===== src/design/rpc_pkg.sv =====
package rpc_pkg;

  // Core sizing
  localparam int ITERATIONS = 24;
  localparam int FRAC_BITS  = 16;
  localparam int GUARD      = 16;

  localparam int IN_W  = 31;
  localparam int OUT_W = 32;
  localparam int AW    = IN_W + 1;        // operand after negation
  localparam int KW    = 30;              // gain magnitude bits (Q.30, below one)
  localparam int PW    = AW + KW + 1;     // operand times gain
  localparam int XW    = GUARD + 34;      // x/y datapath with guard bits
  localparam int ZW    = 35;              // angle accumulator, radians Q.30
  localparam int TW    = 34;              // angle bits fed to degree conversion
  localparam int SH_IN = 30 - GUARD;

  // Angle constants
  localparam logic signed [ZW-1:0] PI_Q30 = ZW'(64'sd3373259426);
  localparam int DRW = 28;
  localparam logic signed [DRW-1:0] DEG2RAD_S = DRW'(74961321);
  localparam int RDW = 31;
  localparam logic signed [RDW-1:0] RAD2DEG_S = RDW'(961263669);
  localparam int DEG_SH = FRAC_BITS + 2;
  localparam int RAD_SH = 54 - FRAC_BITS;
  localparam int TPW    = TW + RDW;

  localparam int ATAN_DEPTH = 32;
  localparam logic [29:0] ATAN_Q30 [ATAN_DEPTH] = '{
    30'd843314856, 30'd497837829, 30'd263043836, 30'd133525158, 30'd67021686,
    30'd33543515, 30'd16775850, 30'd8388437, 30'd4194282, 30'd2097149,
    30'd1048575, 30'd524287, 30'd262143, 30'd131071, 30'd65535, 30'd32767,
    30'd16383, 30'd8191, 30'd4095, 30'd2047, 30'd1023, 30'd511, 30'd255,
    30'd127, 30'd63, 30'd31, 30'd15, 30'd7, 30'd3, 30'd1, 30'd0, 30'd0
  };

  // Integer square root, bit pair at a time
  function automatic logic [63:0] isqrt64(input logic [63:0] op_in);
    logic [63:0] op;
    logic [63:0] res;
    logic [63:0] one;
    op  = op_in;
    res = '0;
    one = 64'd1 << 62;
    while (one > op) one = one >> 2;
    while (one != 64'd0) begin
      if (op >= res + one) begin
        op  = op - (res + one);
        res = (res >> 1) + one;
      end else begin
        res = res >> 1;
      end
      one = one >> 2;
    end
    return res;
  endfunction

  // Gain compensation K in Q.30: product of stage factors, root, then
  // rounded reciprocal by restoring long division
  function automatic logic [63:0] gain_q30();
    logic [63:0] p;
    logic [63:0] s;
    logic [63:0] num;
    logic [63:0] rem;
    logic [63:0] q;
    p = 64'd1 << 60;
    for (int i = 0; i < ITERATIONS; i++) p = p + (p >> (2 * i));
    s   = isqrt64(p);
    num = (64'd1 << 60) + (s >> 1);
    rem = '0;
    q   = '0;
    for (int n = 63; n >= 0; n--) begin
      rem = {rem[62:0], num[n]};
      if (rem >= s) begin
        rem  = rem - s;
        q[n] = 1'b1;
      end
    end
    return q;
  endfunction

  localparam logic [KW-1:0] GAIN = KW'(gain_q30());
  localparam logic signed [KW:0] GAIN_S = signed'({1'b0, GAIN});

  // Angle reduction modulo 360 degrees = 45 * 2^(FRAC_BITS+3)
  localparam int RED_SH = FRAC_BITS + 3;
  localparam int H_W    = IN_W - RED_SH;
  localparam int HP_W   = H_W + 1;
  localparam int H_OFS  = 45 * (((1 << (H_W - 1)) + 44) / 45);
  localparam int RK     = H_W + 7;
  localparam int RW     = RK - 4;
  localparam logic [RW-1:0] RECIP_U = RW'(((1 << RK) + 44) / 45);
  localparam logic [HP_W-1:0] MOD45 = HP_W'(45);
  localparam int RES_W  = RED_SH + 6;
  localparam int MODW   = RES_W + 1;
  localparam logic [RES_W-1:0] HALF_U = RES_W'(180 << FRAC_BITS);
  localparam logic signed [MODW-1:0] FULL_S    = MODW'(360 << FRAC_BITS);
  localparam logic signed [MODW-1:0] HALF_S    = MODW'(180 << FRAC_BITS);
  localparam logic signed [MODW-1:0] QUARTER_S = MODW'(90 << FRAC_BITS);
  localparam int ZPW = MODW + DRW;

  // Degree output limit
  localparam logic signed [OUT_W-1:0] LIM_S = OUT_W'(180 << FRAC_BITS);

  localparam int PREP_STAGES = 7;

  // Word passed between the front end, the rotator and the back end
  typedef struct packed {
    logic                 kind;
    logic                 origin;
    logic                 flip;
    logic signed [XW-1:0] x;
    logic signed [XW-1:0] y;
    logic signed [ZW-1:0] z;
  } cord_t;

endpackage


===== src/design/rpc_post.sv =====
module rpc_post (
  input  logic                           clk,
  input  logic                           rst,
  input  logic                           in_valid,
  output logic                           in_ready,
  input  rpc_pkg::cord_t                 in_data,
  output logic                           result_valid,
  input  logic                           result_ready,
  output logic signed [rpc_pkg::OUT_W-1:0] first_result,
  output logic signed [rpc_pkg::OUT_W-1:0] second_result
);
  import rpc_pkg::*;

  typedef struct packed {
    logic                  kind;
    logic                  origin;
    logic signed [TPW-1:0] tp;
    logic signed [XW-1:0]  xf;
    logic signed [XW-1:0]  yf;
  } post_t;

  post_t p1;
  post_t p1_next;
  logic  v1;
  logic  en1;
  logic  en2;
  logic signed [OUT_W-1:0] first_next;
  logic signed [OUT_W-1:0] second_next;

  // Drop guard bits with round half up, saturate to the output width
  function automatic logic signed [OUT_W-1:0] sat_round(input logic signed [XW-1:0] val);
    logic signed [XW:0] r;
    r = ((XW+1)'(val) + ((XW+1)'(1) <<< (GUARD - 1))) >>> GUARD;
    if (r > (XW+1)'(32'sh7FFFFFFF)) begin
      return 32'sh7FFFFFFF;
    end else if (r < -(XW+1)'(32'sh7FFFFFFF) - (XW+1)'(1)) begin
      return 32'sh80000000;
    end
    return OUT_W'(r);
  endfunction

  // Stage 1: radians to degrees, undo the polar half-turn fold
  always_comb begin
    p1_next.kind   = in_data.kind;
    p1_next.origin = in_data.origin;
    p1_next.tp     = TPW'($signed(in_data.z[TW-1:0])) * TPW'(RAD2DEG_S);
    p1_next.xf     = in_data.flip ? -in_data.x : in_data.x;
    p1_next.yf     = in_data.flip ? -in_data.y : in_data.y;
  end

  // Stage 2: round, clamp the angle, zero the origin
  always_comb begin
    logic signed [TPW:0] tr;
    tr = ((TPW+1)'(p1.tp) + ((TPW+1)'(1) <<< (RAD_SH - 1))) >>> RAD_SH;
    if (tr > (TPW+1)'(LIM_S)) tr = (TPW+1)'(LIM_S);
    if (tr < -(TPW+1)'(LIM_S)) tr = -(TPW+1)'(LIM_S);
    first_next  = sat_round(p1.xf);
    second_next = p1.kind ? sat_round(p1.yf) : OUT_W'(tr);
    if (p1.origin) begin
      first_next  = '0;
      second_next = '0;
    end
  end

  assign en2      = !result_valid || result_ready;
  assign en1      = !v1 || en2;
  assign in_ready = en1;

  always_ff @(posedge clk) begin
    if (en1) p1 <= p1_next;
    if (en2) begin
      first_result  <= first_next;
      second_result <= second_next;
    end
  end

  always_ff @(posedge clk) begin
    if (rst) begin
      v1           <= 1'b0;
      result_valid <= 1'b0;
    end else begin
      if (en1) v1 <= in_valid;
      if (en2) result_valid <= v1;
    end
  end

  // Polar-mode angle output stays within a half turn
  a_angle_limit: assert property (@(posedge clk) disable iff (rst)
    (en2 && v1 && !p1.kind) |=> (second_result <= LIM_S && second_result >= -LIM_S))
    else $error("angle result beyond half turn");

  // Origin gives zeros on both results
  a_origin_zero: assert property (@(posedge clk) disable iff (rst)
    (en2 && v1 && p1.origin) |=> (first_result == '0 && second_result == '0))
    else $error("origin word not zeroed");

endmodule


===== config.mk =====
export PLATFORM = sky130hd
export DESIGN_NAME = rpc_post
export DESIGN_NICKNAME = d
export VERILOG_FILES = /design/src/design/rpc_pkg.sv /design/src/design/rpc_post.sv
export SDC_FILE = /design/constraint.sdc
export NUM_CORES = 2
export LEC_CHECK = 0
export BUFFER_PORTS_ARGS = -buffer_cell sky130_fd_sc_hd__buf_2
export CORE_MARGIN = 1.5
export CORE_UTILIZATION = 58
export DETAILED_ROUTE_END_ITERATION = 12
export PLACE_DENSITY = 0.79
export SYNTH_ARGS = -nofsm -noshare
export SYNTH_HDL_FRONTEND = slang
export SYNTH_SLANG_ARGS = --single-unit

===== constraint.sdc =====
create_clock -name clk -period 7.6 [get_ports clk]
set_clock_uncertainty 0.15 [all_clocks]
set_input_delay 0.38 -clock clk [delete_from_list [all_inputs] [get_ports clk]]
set_output_delay 0.38 -clock clk [all_outputs]
set_load 0.05 [all_outputs]

Word-level counts from Yosys, hierarchy flattened

Cells that the tools add are included.

Flip-flop bits (word level): 233
Word-level logic and storage cells: 40

Add/sub/neg operators: 5
$mul: 1
Order comparisons: 6
Multiplexer cells: 15
Reduce and logical (&&, ||, !) cells: 4

Operators with widths:

| kind                                                                               | number |
|---|---|
| 32-bit 2-to-1 mux                                                                  | 8 |
| 50-bit by 17-bit adder with 51-bit output (second input constant)                  | 2 |
| 50-bit 2-to-1 mux                                                                  | 2 |
| 50-bit negation                                                                    | 2 |
| 35-bit by 32-bit greater-than comparator with 1-bit output (second input constant) | 2 |
| 35-bit by 32-bit < comparator with 1-bit output (second input constant)            | 2 |
| 65-bit by 39-bit adder with 66-bit output (second input constant)                  | 1 |
| 66-bit by 25-bit < comparator with 1-bit output (second input constant)            | 1 |
| 66-bit 2-to-1 mux                                                                  | 1 |
| 34-bit by 31-bit multiplier with 65-bit output (second input constant)             | 1 |
| 28-bit by 25-bit greater-than comparator with 1-bit output (second input constant) | 1 |
| 1-bit 2-to-1 mux                                                                   | 4 |
| 1-bit logical NOT                                                                  | 2 |
| 1-bit logical OR                                                                   | 2 |

Depth between registers and ports, before layout

Depth in word-level cells: 6
Mapped depth: 26
Depth with buffers taken out: 26

Worst setup path after synthesis

OpenSTA, ideal clock, no wires.

Path kind: input-to-reg
Start point: in in_data[33] (netlist name)
End point: reg p1[162] (netlist name), data pin
Setup time: 266 ps
Data arrival time: 7042 ps
Setup slack: 142 ps
Stages: 23
Path buffers: 2
Path through: clkbuf_1 clkbuf_1 inv_1 o21ai_0 ha_1 inv_1 fa_1 inv_1 fa_1 fa_1 inv_1 fa_1 inv_1 ha_1 a21o_1 a21o_1 a221o_1 a221o_1 a21o_1 a31oi_1 nand2_1 o41ai_1 xnor2_1

RTL lines:

| element              | RTL line       | source |
|---|---|---|
| from (decl)          | rpc_post.sv:6  | `input rpc_pkg::cord_t in_data,` |
| to (signal assigned) | rpc_post.sv:70 | `if (en1) p1 <= p1_next;` |
| to (decl)            | rpc_post.sv:22 | `post_t p1;` |

==> impl_metrics.py <==
metrics = {
    "critical_path": {
        "crit_family": "adder cells",
        "worst-path-buf-inv": 3,
        "critical_path.max_stage_delay_ps": 620,
        "start_kind": "primary input",
        "cp.arrival_ps": 7260,
        "path_cells": "buf_2 > ha_1 > xor2_1 > ha_1 > fa_1 > fa_1 > fa_1 > fa_1 > fa_1 > inv_1 > fa_1 > inv_1 > ha_1 > nand4_1 > a211oi_1 > o21ai_0 > and3_1 > nand2_1 > o211ai_1 > a21boi_0 > nor4_1 > a311o_1",
        "cp.depth": 22,
        "path_class": "primary input to flop",
        "end_kind": "flop",
        "worst_ep_required_time_ps": 7650,
        "worstPathMaxFanout": 8,
        "cp_common_cell": "fa_1",
        "worst-r2r-cell-count": 8,
        "slowest_stage": "fa_1",
        "r2r_slack_ps": 3190,
    },
    "clock_network": {
        "cts_setup_buffers": 0,
        "cts_resized": 0,
        "cts_root_buffer": "clkbuf_16",
        "cts_max_path_buffers": 2,
        "cts_sinks": 166,
        "clk_pin_slew_ps": 70,
        "cts_hold_buf": 3,
        "insertion_delay_ps": 450,
        "cts_tree": "done",
        "htreeDepth": 4,
        "cts_made_buffers": 17,
    },
    "global_routing": {
        "grt_pass1_vias": 21800,
        "grt.overflow.total": 0,
        "grt_pass1_wl_um": 123000,
        "antenna_found_initial": 6,
        "grt_max_degree": 73,
        "track_usage_pct": 32.7,
    },
    "timing": {
        "maxSlewViolCount": 0,
        "timing.slew.headroom_pct": 20.7,
        "final.period_utilization_pct": 94.9,
        "rsz0062_at_grt": "no",
        "hold_violations": 0,
        "fmax_mhz": 139,
        "worstMarginPinSlew_ps": 1190,
        "setup_viol": 0,
        "period_needed_ps": 7210,
    },
    "logic_synthesis": {
        "synth.distinct_cells": 78,
        "yosys.cell_count.top_type": "inv_1",
        "synthCells": 2811,
        "async_flop_share_pct": 0,
        "syn_area_per_cell_sq_um": 10.1,
        "synth_area_sq_um": 28400,
        "yosys_warnings": 0,
        "synth_top_area_share_pct": 32.0,
        "ys_seq_area_share_pct": 17.5,
        "synth_edf_count": 164,
        "synth-seq-cells": 166,
        "synth_area_leaders": "fa_1 32%, edfxtp_1 17%, ha_1 16%",
        "synth_top_flop_cell": "edfxtp_1",
        "syn_nets": 3766,
        "synth_common_cells": "699 x inv_1, 453 x fa_1, 360 x ha_1",
        "synth_top_cell_by_area": "fa_1",
    },
    "drt": {
        "num_vias": 20900,
        "wire_per_inst_um": 21.3,
        "ant_nets": 0,
        "firstDrtPassIters": 6,
        "routed_wl_um": 79300,
        "first_iter_violations": 1755,
        "via_per_inst": 5.63,
        "drc": 0,
    },
    "floorplan": {
        "start_util_pct": 59.0,
        "num_rows": 80,
        "die_area_sq_um": 50200,
        "die_w_um": 224,
        "io_pins": 208,
        "coreArea_sq_um": 48000,
        "fp.dieH_um": 224,
    },
    "min_path": {
        "hold_depth": 3,
        "hp-class": "primary input to flop",
    },
    "outcome": {
        "status": "finished clean",
    },
    "placed_design": {
        "dp_hpwl_um": 69400,
        "place_congestion": 1.00,
        "port_buffers": 206,
    },
    "job": {
        "cap_viol_max_count": 0,
    },
    "final_layout": {
        "drive_above_1_share_pct": 12.1,
        "fin_nets": 4041,
        "syn_to_final_growth_pct": 10.4,
        "final_util_pct": 65.2,
    },
}
[state kept, by name (all words and copies together), names as in the netlist]
| name | cells |
|---|---|
| p1 | 100 |
| first_result | 32 |
| second_result | 32 |
| result_valid | 1 |
| v1 | 1 |
[worst register-to-register path, delay by kind of cell (launching register included)]
family | cells | cell delay [ps]
AND/OR/NAND/NOR | 5 | 2820
AO/OA/AOI/OAI | 3 | 770
flip-flops | 1 | 480
[worst paths after layout]
kind / end / start
setup / recovery: p1[154]$_DFFE_PP_ / in_data[9]
hold / removal: v1$_SDFFE_PP0P_ / in_valid
setup reg to reg: second_result[7]$_SDFFCE_PP0P_ / p1[142]$_DFFE_PP_
hold reg to reg: result_valid$_SDFFE_PP0P_ / v1$_SDFFE_PP0P_
[placed cells by master (no fill, tap or decap), drive strengths merged, types with 17 or more instances in the layout]
cell	instances
nor2	60
nor4	17
clkbuf	17
xnor2	149
nand2	111
or2	17
and2	24
a21oi	96
nand4	33
o22ai	22
and3	27
ha	360
inv	704
o21ai	106
nand3	61
a21o	30
fa	453
nor3	36
xor2	87
o31ai	19
buf	300
edfxtp	164
[area by class of cell]
cell class,instances,area (sq um)
fill,3876,16700
timing repair buffer,303,1770
inverter,699,2620
tap,615,769
clock inverter,15,153
multi-input combinational,1899,20600
sequential,166,4960
antenna,4,10.0
clock buffer,17,425
[logic make-up after synthesis]
kind of cell | Yosys count | share of synthesized area (%)
buffers and inverters | 746 | 9.91
and+or+nand+nor | 469 | 8.85
AOI/OAI and AO/OA | 367 | 8.10
adders and majority gates | 815 | 47.9
xor gates and xnor gates | 236 | 7.29
muxes | 12 | 0.437
DFF | 166 | 17.5
[metal layers]
metal / wire [um] / global-route usage [%] / up-vias
met4: 1900 / 9.13 / 4
met1: 34500 / 44.6 / 10300
met2: 37100 / 54.2 / 818
met3: 5780 / 5.38 / 99
li1: - / - / 9681
met5: 32 / 0 / -
[metrics by stage]
stage	setup slack, ps	TNS (ps)	hold WS, ps	instances	instance area [sq um]
global placement	-3.87	-3.87	375	3679	30700
finish	386	0	27.5	3718	31300
CTS	396	0	22.9	3714	31300
detailed placement	-53.6	-53.6	380	3679	30700
global route	130	0	27.6	3718	31300
floorplan	142	0	302	2811	28400
Power is left out: the tool's default activity adds up to more than one toggle a clock period on the data nets, which glitch-free logic cannot reach.
