## config.mk

```make
export PLATFORM = sky130hd
export DESIGN_NAME = rpc_prep
export DESIGN_NICKNAME = d
export VERILOG_FILES = /design/src/design/rpc_pkg.sv /design/src/design/rpc_prep.sv
export SDC_FILE = /design/constraint.sdc
export NUM_CORES = 2
export LEC_CHECK = 0
export BUFFER_PORTS_ARGS = -buffer_cell sky130_fd_sc_hd__buf_2
export CAP_MARGIN = 40
export CORE_MARGIN = 3
export CORE_UTILIZATION = 44
export CTS_CLUSTER_DIAMETER = 120
export DETAILED_ROUTE_END_ITERATION = 8
export HOLD_SLACK_MARGIN = 0.08
export PLACE_DENSITY = 0.67
export SYNTH_ARGS = -nofsm -noshare
export SYNTH_HDL_FRONTEND = slang
export SYNTH_SLANG_ARGS = --single-unit
```

## constraint.sdc

```tcl
create_clock -name clk -period 8.3 [get_ports clk]
set_input_delay 0.83 -clock clk [delete_from_list [all_inputs] [get_ports clk]]
set_output_delay 0.83 -clock clk [all_outputs]
set_load 0.01 [all_outputs]
```

## src/design/rpc_pkg.sv

```systemverilog
package rpc_pkg;

  // Core sizing
  localparam int ITERATIONS = 24;
  localparam int FRAC_BITS  = 16;
  localparam int GUARD      = 16;

  localparam int IN_W  = 31;
  localparam int OUT_W = 32;
  localparam int AW    = IN_W + 1;        // operand after negation
  localparam int KW    = 30;              // gain magnitude bits (Q.30, below one)
  localparam int PW    = AW + KW + 1;     // operand times gain
  localparam int XW    = GUARD + 34;      // x/y datapath with guard bits
  localparam int ZW    = 35;              // angle accumulator, radians Q.30
  localparam int TW    = 34;              // angle bits fed to degree conversion
  localparam int SH_IN = 30 - GUARD;

  // Angle constants
  localparam logic signed [ZW-1:0] PI_Q30 = ZW'(64'sd3373259426);
  localparam int DRW = 28;
  localparam logic signed [DRW-1:0] DEG2RAD_S = DRW'(74961321);
  localparam int RDW = 31;
  localparam logic signed [RDW-1:0] RAD2DEG_S = RDW'(961263669);
  localparam int DEG_SH = FRAC_BITS + 2;
  localparam int RAD_SH = 54 - FRAC_BITS;
  localparam int TPW    = TW + RDW;

  localparam int ATAN_DEPTH = 32;
  localparam logic [29:0] ATAN_Q30 [ATAN_DEPTH] = '{
    30'd843314856, 30'd497837829, 30'd263043836, 30'd133525158, 30'd67021686,
    30'd33543515, 30'd16775850, 30'd8388437, 30'd4194282, 30'd2097149,
    30'd1048575, 30'd524287, 30'd262143, 30'd131071, 30'd65535, 30'd32767,
    30'd16383, 30'd8191, 30'd4095, 30'd2047, 30'd1023, 30'd511, 30'd255,
    30'd127, 30'd63, 30'd31, 30'd15, 30'd7, 30'd3, 30'd1, 30'd0, 30'd0
  };

  // Integer square root, bit pair at a time
  function automatic logic [63:0] isqrt64(input logic [63:0] op_in);
    logic [63:0] op;
    logic [63:0] res;
    logic [63:0] one;
    op  = op_in;
    res = '0;
    one = 64'd1 << 62;
    while (one > op) one = one >> 2;
    while (one != 64'd0) begin
      if (op >= res + one) begin
        op  = op - (res + one);
        res = (res >> 1) + one;
      end else begin
        res = res >> 1;
      end
      one = one >> 2;
    end
    return res;
  endfunction

  // Gain compensation K in Q.30: product of stage factors, root, then
  // rounded reciprocal by restoring long division
  function automatic logic [63:0] gain_q30();
    logic [63:0] p;
    logic [63:0] s;
    logic [63:0] num;
    logic [63:0] rem;
    logic [63:0] q;
    p = 64'd1 << 60;
    for (int i = 0; i < ITERATIONS; i++) p = p + (p >> (2 * i));
    s   = isqrt64(p);
    num = (64'd1 << 60) + (s >> 1);
    rem = '0;
    q   = '0;
    for (int n = 63; n >= 0; n--) begin
      rem = {rem[62:0], num[n]};
      if (rem >= s) begin
        rem  = rem - s;
        q[n] = 1'b1;
      end
    end
    return q;
  endfunction

  localparam logic [KW-1:0] GAIN = KW'(gain_q30());
  localparam logic signed [KW:0] GAIN_S = signed'({1'b0, GAIN});

  // Angle reduction modulo 360 degrees = 45 * 2^(FRAC_BITS+3)
  localparam int RED_SH = FRAC_BITS + 3;
  localparam int H_W    = IN_W - RED_SH;
  localparam int HP_W   = H_W + 1;
  localparam int H_OFS  = 45 * (((1 << (H_W - 1)) + 44) / 45);
  localparam int RK     = H_W + 7;
  localparam int RW     = RK - 4;
  localparam logic [RW-1:0] RECIP_U = RW'(((1 << RK) + 44) / 45);
  localparam logic [HP_W-1:0] MOD45 = HP_W'(45);
  localparam int RES_W  = RED_SH + 6;
  localparam int MODW   = RES_W + 1;
  localparam logic [RES_W-1:0] HALF_U = RES_W'(180 << FRAC_BITS);
  localparam logic signed [MODW-1:0] FULL_S    = MODW'(360 << FRAC_BITS);
  localparam logic signed [MODW-1:0] HALF_S    = MODW'(180 << FRAC_BITS);
  localparam logic signed [MODW-1:0] QUARTER_S = MODW'(90 << FRAC_BITS);
  localparam int ZPW = MODW + DRW;

  // Degree output limit
  localparam logic signed [OUT_W-1:0] LIM_S = OUT_W'(180 << FRAC_BITS);

  localparam int PREP_STAGES = 7;

  // Word passed between the front end, the rotator and the back end
  typedef struct packed {
    logic                 kind;
    logic                 origin;
    logic                 flip;
    logic signed [XW-1:0] x;
    logic signed [XW-1:0] y;
    logic signed [ZW-1:0] z;
  } cord_t;

endpackage

```

## src/design/rpc_prep.sv

```systemverilog
module rpc_prep (
  input  logic                         clk,
  input  logic                         rst,
  input  logic                         in_valid,
  output logic                         in_ready,
  input  logic                         kind,
  input  logic signed [rpc_pkg::IN_W-1:0] first_operand,
  input  logic signed [rpc_pkg::IN_W-1:0] second_operand,
  output logic                         out_valid,
  input  logic                         out_ready,
  output rpc_pkg::cord_t               out_data
);
  import rpc_pkg::*;

  typedef struct packed {
    logic                   kind;
    logic                   origin;
    logic                   flip;
    logic signed [AW-1:0]   aa;
    logic signed [AW-1:0]   bb;
    logic signed [ZW-1:0]   z;
    logic [HP_W-1:0]        hp;
    logic [RED_SH-1:0]      lo;
    logic signed [PW-1:0]   px;
    logic signed [PW-1:0]   py;
    logic [HP_W-1:0]        q;
    logic [RES_W-1:0]       res;
    logic signed [MODW-1:0] m;
    logic signed [ZPW-1:0]  zp;
    logic signed [XW-1:0]   x;
    logic signed [XW-1:0]   y;
  } prep_t;

  prep_t st [PREP_STAGES];
  prep_t st_next [PREP_STAGES];
  logic [PREP_STAGES-1:0] v;
  logic [PREP_STAGES-1:0] en;
  logic [PREP_STAGES-1:0] vin;

  // Stage 0: left half-plane fold, origin detect, split angle for reduction
  always_comb begin
    logic signed [AW-1:0] a_ext;
    logic signed [AW-1:0] b_ext;
    logic                 neg;
    a_ext = AW'(first_operand);
    b_ext = AW'(second_operand);
    neg   = !kind && first_operand[IN_W-1];
    st_next[0]        = '0;
    st_next[0].kind   = kind;
    st_next[0].origin = !kind && (first_operand == '0) && (second_operand == '0);
    st_next[0].aa     = neg ? -a_ext : a_ext;
    st_next[0].bb     = neg ? -b_ext : b_ext;
    st_next[0].z      = neg ? (second_operand[IN_W-1] ? -PI_Q30 : PI_Q30) : '0;
    st_next[0].hp     = HP_W'(signed'(second_operand[IN_W-1:RED_SH])) + HP_W'(H_OFS);
    st_next[0].lo     = second_operand[RED_SH-1:0];
  end

  // Stage 1: gain multiplies, reciprocal multiply for the modulo
  always_comb begin
    logic [HP_W+RW-1:0] qp;
    qp = (HP_W+RW)'(st[0].hp) * (HP_W+RW)'(RECIP_U);
    st_next[1]    = st[0];
    st_next[1].px = PW'(st[0].aa) * PW'(GAIN_S);
    st_next[1].py = st[0].kind ? '0 : PW'(st[0].bb) * PW'(GAIN_S);
    st_next[1].q  = HP_W'(qp >> RK);
  end

  // Stage 2: round to guard bits, finish the modulo
  always_comb begin
    logic [HP_W-1:0] r;
    r = st[1].hp - st[1].q * MOD45;
    if (r >= MOD45) r = r - MOD45;
    st_next[2]     = st[1];
    st_next[2].x   = XW'((st[1].px + (PW'(1) <<< (SH_IN - 1))) >>> SH_IN);
    st_next[2].y   = XW'((st[1].py + (PW'(1) <<< (SH_IN - 1))) >>> SH_IN);
    st_next[2].res = {r[5:0], st[1].lo};
  end

  // Stage 3: center the residue on zero
  always_comb begin
    logic signed [MODW-1:0] rs;
    rs = signed'({1'b0, st[2].res});
    st_next[3]   = st[2];
    st_next[3].m = (st[2].res > HALF_U) ? rs - FULL_S : rs;
  end

  // Stage 4: fold into the right half-plane, remember to negate
  always_comb begin
    st_next[4] = st[3];
    if (st[3].m > QUARTER_S) begin
      st_next[4].m    = st[3].m - HALF_S;
      st_next[4].flip = st[3].kind;
    end else if (st[3].m < -QUARTER_S) begin
      st_next[4].m    = st[3].m + HALF_S;
      st_next[4].flip = st[3].kind;
    end
  end

  // Stage 5: degrees to radians
  always_comb begin
    st_next[5]    = st[4];
    st_next[5].zp = ZPW'(st[4].m) * ZPW'(DEG2RAD_S);
  end

  // Stage 6: round the start angle, pick per mode
  always_comb begin
    st_next[6] = st[5];
    if (st[5].kind) begin
      st_next[6].z = ZW'((st[5].zp + (ZPW'(1) <<< (DEG_SH - 1))) >>> DEG_SH);
      st_next[6].y = '0;
    end
  end

  // Advance a stage when it is empty or its successor advances
  always_comb begin
    en[PREP_STAGES-1] = !v[PREP_STAGES-1] || out_ready;
    for (int i = PREP_STAGES - 2; i >= 0; i--) en[i] = !v[i] || en[i+1];
  end

  assign vin      = {v[PREP_STAGES-2:0], in_valid};
  assign in_ready = en[0];

  always_ff @(posedge clk) begin
    for (int i = 0; i < PREP_STAGES; i++) begin
      if (en[i]) st[i] <= st_next[i];
    end
  end

  always_ff @(posedge clk) begin
    if (rst) begin
      v <= '0;
    end else begin
      for (int i = 0; i < PREP_STAGES; i++) begin
        if (en[i]) v[i] <= vin[i];
      end
    end
  end

  assign out_valid       = v[PREP_STAGES-1];
  assign out_data.kind   = st[PREP_STAGES-1].kind;
  assign out_data.origin = st[PREP_STAGES-1].origin;
  assign out_data.flip   = st[PREP_STAGES-1].flip;
  assign out_data.x      = st[PREP_STAGES-1].x;
  assign out_data.y      = st[PREP_STAGES-1].y;
  assign out_data.z      = st[PREP_STAGES-1].z;

  // Folded polar angle must sit within a quarter turn
  a_fold_range: assert property (@(posedge clk) disable iff (rst)
    (v[4] && st[4].kind) |-> (st[4].m <= QUARTER_S && st[4].m >= -QUARTER_S))
    else $error("polar angle fold out of range");

  // A held first stage keeps its word
  a_head_hold: assert property (@(posedge clk) disable iff (rst)
    (v[0] && !en[0]) |=> (v[0] && $stable(st[0])))
    else $error("front stage lost word while stalled");

endmodule

```

* Word level (Yosys, flattened, before mapping)
Memories as Yosys holds them, arrays and structs flattened.
Cells that the tools add are included.
** Word-level totals
- RAM bits :: 3346
- Register bits :: 7
- Output and inout port bits :: 140
- Memories kept :: 1
** Memories
- st :: words 7, bits a word 478, rd ports 7, clocked after Yosys merged registers in 0, write ports 7, RTL line rpc_prep.sv:34 : prep_t st [PREP_STAGES];
** Operators by class
- $add $sub $neg :: 11
- Mux-type cells :: 27
- $mul :: 5
- Reduce and logical (&&, ||, !) cells :: 20
- Order comparisons :: 4
** Operator list (count)
- 63-bit by 15-bit adder with 63-bit output (second input constant) :: 2
- 35-bit two-way mux :: 3
- 26-bit two-way mux :: 3
- 32-bit two-way mux :: 2
- 31-bit negation with 32-bit output :: 2
- 63-bit by 29-bit multiplier with 62-bit output (second input constant) :: 1
- 63-bit two-way mux :: 1
- 31-bit logical NOT :: 2
- 32-bit by 30-bit multiplier with 62-bit output (second input constant) :: 1
- 26-bit by 28-bit multiplier with 54-bit output (second input constant) :: 1
- 53-bit by 19-bit adder with 53-bit output (second input constant) :: 1
- 50-bit two-way mux :: 1
- 13-bit by 14-bit multiplier with 27-bit output (second input constant) :: 1
- 26-bit by 25-bit adder with 26-bit output (second input constant) :: 1
- 26-bit by 24-bit greater-than comparator with 1-bit output (second input constant) :: 1
- 26-bit by 24-bit less-than comparator with 1-bit output (second input constant) :: 1
- 25-bit by 25-bit subtractor with 26-bit output (second input constant) :: 1
- 26-bit by 25-bit subtractor with 26-bit output (second input constant) :: 1
- 25-bit by 24-bit greater-than comparator with 1-bit output (second input constant) :: 1
- 1-bit two-way mux :: 16
- 12-bit by 13-bit adder with 13-bit output (second input constant) :: 1
- 13-bit by 6-bit greater-or-equal comparator with 1-bit output (second input constant) :: 1
- 13-bit by 6-bit multiplier with 13-bit output (second input constant) :: 1
- 13-bit subtractor :: 1
- 5 further kinds :: 20

* Longest topological paths before layout
- Depth in word-level cells :: 10
- Gate-level depth with buffers :: 28
- Mapped depth without buffers :: 27

* Worst setup path before layout
No wires, ideal clock.
- Path type :: register to register
- From :: memory st[0][442] (netlist name)
- To :: memory st[1][278] (netlist name), data pin
- Slack :: -827 ps
- Arrival :: 8867 ps
- Buffers on the path :: 2
- Library setup time :: 260 ps
- Stages on the path, launching flop included :: 24
- Period minus slack after synthesis :: 9127 ps
- Path through :: edfxtp_1 -> buf_1 -> inv_1 -> fa_1 -> xnor2_1 -> xnor2_1 -> fa_1 -> fa_1 -> fa_1 -> fa_1 -> fa_1 -> inv_1 -> fa_1 -> inv_1 -> ha_1 -> clkbuf_1 -> a21o_1 -> a21oi_1 -> nand2_1 -> nand4bb_1 -> a31oi_1 -> nor2_1 -> a211oi_1 -> mux2_2
** RTL lines (RTL line)
- start: declaration :: rpc_prep.sv:34

==> results by group <==
Clock tree
  – Cts hold-fix bufs: 0
  – Root Driver: clkbuf_16
  – Num Clock Sinks: 915
  – H-tree levels: 3
  – Worst-case clock buffer depth: 3
  – Clk_lat worst skew: 0.75 ns
  – Inserted Clock Buffers: 97
  – CTS clk-pin slew, worst paths: 0.07 ns
  – CTS tree: done

Logic synthesis
  – Yosys cell types: 90
  – Synth Area per Inst: 12.0 um^2
  – FFs w/ async S/R, synth: 0
  – Post-synth top area share: 0.314
  – Top_reg_cell synth: edfxtp_1
  – Post-synthesis sequential area ratio: 0.316
  – Yosys top cell by area: edfxtp_1
  – Synth area leaders: edfxtp_1, fa_1, ha_1
  – Mapped Nets: 9669
  – Yosys reg bits: 915
  – Synth Instances: 7236
  – Yosys warns: 0
  – Cell Area, Synth: 86700 um^2
  – Post-synth EDFFs: 908

Finish
  – Nets: 9991
  – Commonest non-fill, non-tap cell in the layout: inv_1
  – Filler instances: 17400
  – Post-route cell area: 95300 um^2
  – Synthesis-to-layout area growth: 9.83%
  – Share of cells above drive strength 1: 0.0703
  – Most frequent cells in the layout: inv_1, fa_1, ha_1

Flow run
  – Max-cap violations: 0

Setup path
  – Setup crit end kind: flop
  – Reg2reg end: st[1][260]
  – Crit Path Category: flop to flop
  – Worst Setup Start Kind: flop
  – CP Max Fanout: 6
  – Worst EP arrival: 8.43 ns
  – CP peak stage delay: 0.62 ns
  – Critical path, cell by cell: buf_4 -> ha_1 -> inv_1 -> fa_1 -> inv_1 -> fa_1 -> fa_1 -> fa_1 -> fa_1 -> fa_1 -> inv_1 -> fa_1 -> inv_1 -> ha_1 -> nand4_1 -> nor4_2 -> nand3_1 -> a211oi_2 -> nor3_1 -> o21ai_0 -> a21boi_1 -> o41ai_1 -> xnor2_1 -> nor2_1
  – CP bufs+invs: 5
  – Crit-path slowest cell: fa_1
  – Largest delay contributor family on the critical path: adder cells
  – R2r startpoint: st[0][420]
  – Most frequent CP cell: fa_1
  – CP Data Required Time: 8.77 ns
  – Reg2reg setup slack: 0.34 ns
  – R2r worst-path depth: 24

Timing
  – Fin Setup TNS: 0 ns
  – Worst Max-Slew Pin Slew: 0.876 ns
  – Final critical-path required period: 7.96 ns
  – Hold Vio Cnt, Final: 0
  – Final setup fails: 0
  – Fmax: 0.126 GHz
  – Worst Skew: 0.0833 ns
  – Relative slew slack: 0.416
  – RSZ-0062 raised after global routing: no
  – Fin crit share: 0.959
  – Max-slew violation count: 0
  – Hold_ws: 0.287 ns

Route
  – Vias per inst: 4.93
  – Routed Wire Length: 211 mm
  – Pre-antenna DRT Iters: 6
  – Drt wl/cell: 20.5 um
  – Initial DRC Count: 3184
  – Vias: 50700
  – DRT antenna net count: 0
  – DRC Markers: 0

Worst hold path
  – Hold Crit Start: second_operand[17]
  – Hold WC Path Type: input port to flop
  – Hold Path End: st[0][361]
  – Hold path cells: 1

Floorplanning
  – Die Y: 450 um
  – IO Pins: 207
  – Row count: 162
  – Die W: 450 um
  – DIE AREA: 203000 um^2
  – Starting density of the core: 0.444
  – Core Area: 195000 um^2

Global route
  – Initial antenna violation count: 34
  – Largest net degree at the start of global routing: 111
  – All-layer global routing usage: 0.213
  – Grt ovf: 0
  – First-pass GRT wire length: 328 mm
  – Via count of the first global-routing pass: 55400

Placed design
  – Port buffer count: 206
  – DP Area: 91500 um^2
  – Detailed Place HPWL: 183 mm
  – Final weighted congestion in routability-driven placement: 0.972

Outcome
  – Outcome: complete, no violations
area by class of cell:
cell class / count / area, um^2 / share of cell area
Sequential cell: 915 / 27400 / 0.288
Multi-Input combinational cell: 4217 / 51600 / 0.541
Antenna cell: 16 / 40.0 / 0.000420
Inverter: 2038 / 7670 / 0.0805
Timing Repair Buffer: 289 / 1690 / 0.0177
Clock inverter: 76 / 1130 / 0.0119
Tap cell: 2624 / 3280 / 0.0345
Clock buffer: 106 / 2480 / 0.0261
flip-flops by register name, summed over array words and instances (netlist names):
signal,flops
st,908
v,7
Yosys cell counts (18+ instances only):
library cell / instances
nor2b_1: 82
and3_1: 39
inv_1: 2035
nor4_1: 22
o21bai_1: 26
a21o_1: 105
and4_1: 18
clkbuf_1: 56
o21a_1: 25
nand3_1: 85
xor2_1: 137
xnor2_1: 236
fa_1: 1347
and2_1: 25
o21ai_0: 109
nand4_1: 63
nand2b_1: 30
a21oi_1: 208
nor3_1: 59
edfxtp_1: 908
nand2_1: 178
nor2_1: 205
ha_1: 1019
worst max-delay path by stage:
stage | end | start | cells past startpoint
after floorplan | st[1][278] | st[0][442] | 23
after global placement | st[1][278] | st[0][420] | 23
after detailed placement | st[1][260] | st[0][420] | 23
after CTS | st[1][260] | st[0][423] | 23
after global routing | st[1][260] | st[0][419] | 24
final | st[1][260] | st[0][420] | 24
metrics by stage:
step | utilization | setup slack, ns | std cells
after detailed placement | 0.469 | -0.0122 | 10100
final | 0.488 | 0.337 | 10300
after floorplan | - | -0.585 | 7236
after global routing | 0.487 | 0.0309 | 10300
after global placement | 0.468 | 0.222 | 10100
after CTS | 0.487 | 0.113 | 10300
per-layer routing:
metal	share of wire	up-vias	track usage
met5	0.00023	-	0
met4	0.024	8	0.0522
met2	0.45	1120	0.333
met3	0.056	227	0.0382
li1	-	23600	-
met1	0.47	25800	0.308
what timing repair did:
item | 4_1_cts | 5_1_grt
setup buffers | 1 | 6
gates resized for setup | 0 | 2
endpoints found under the setup margin | 1 | 7
cloned | 0 | 0
kinds of logic after synthesis:
family / Yosys count / share of synthesized area
adders and majority gates: 2366 / 0.458
xor gates and xnor gates: 373 / 0.0377
muxes: 10 / 0.00125
buffers and inverters: 2104 / 0.0912
AOI/OAI and AO/OA: 614 / 0.0466
DFF: 915 / 0.316
and+or+nand+nor: 854 / 0.0495
Power is left out: the tool's default activity adds up to more than one toggle a clock period on the data nets, which glitch-free logic cannot reach.
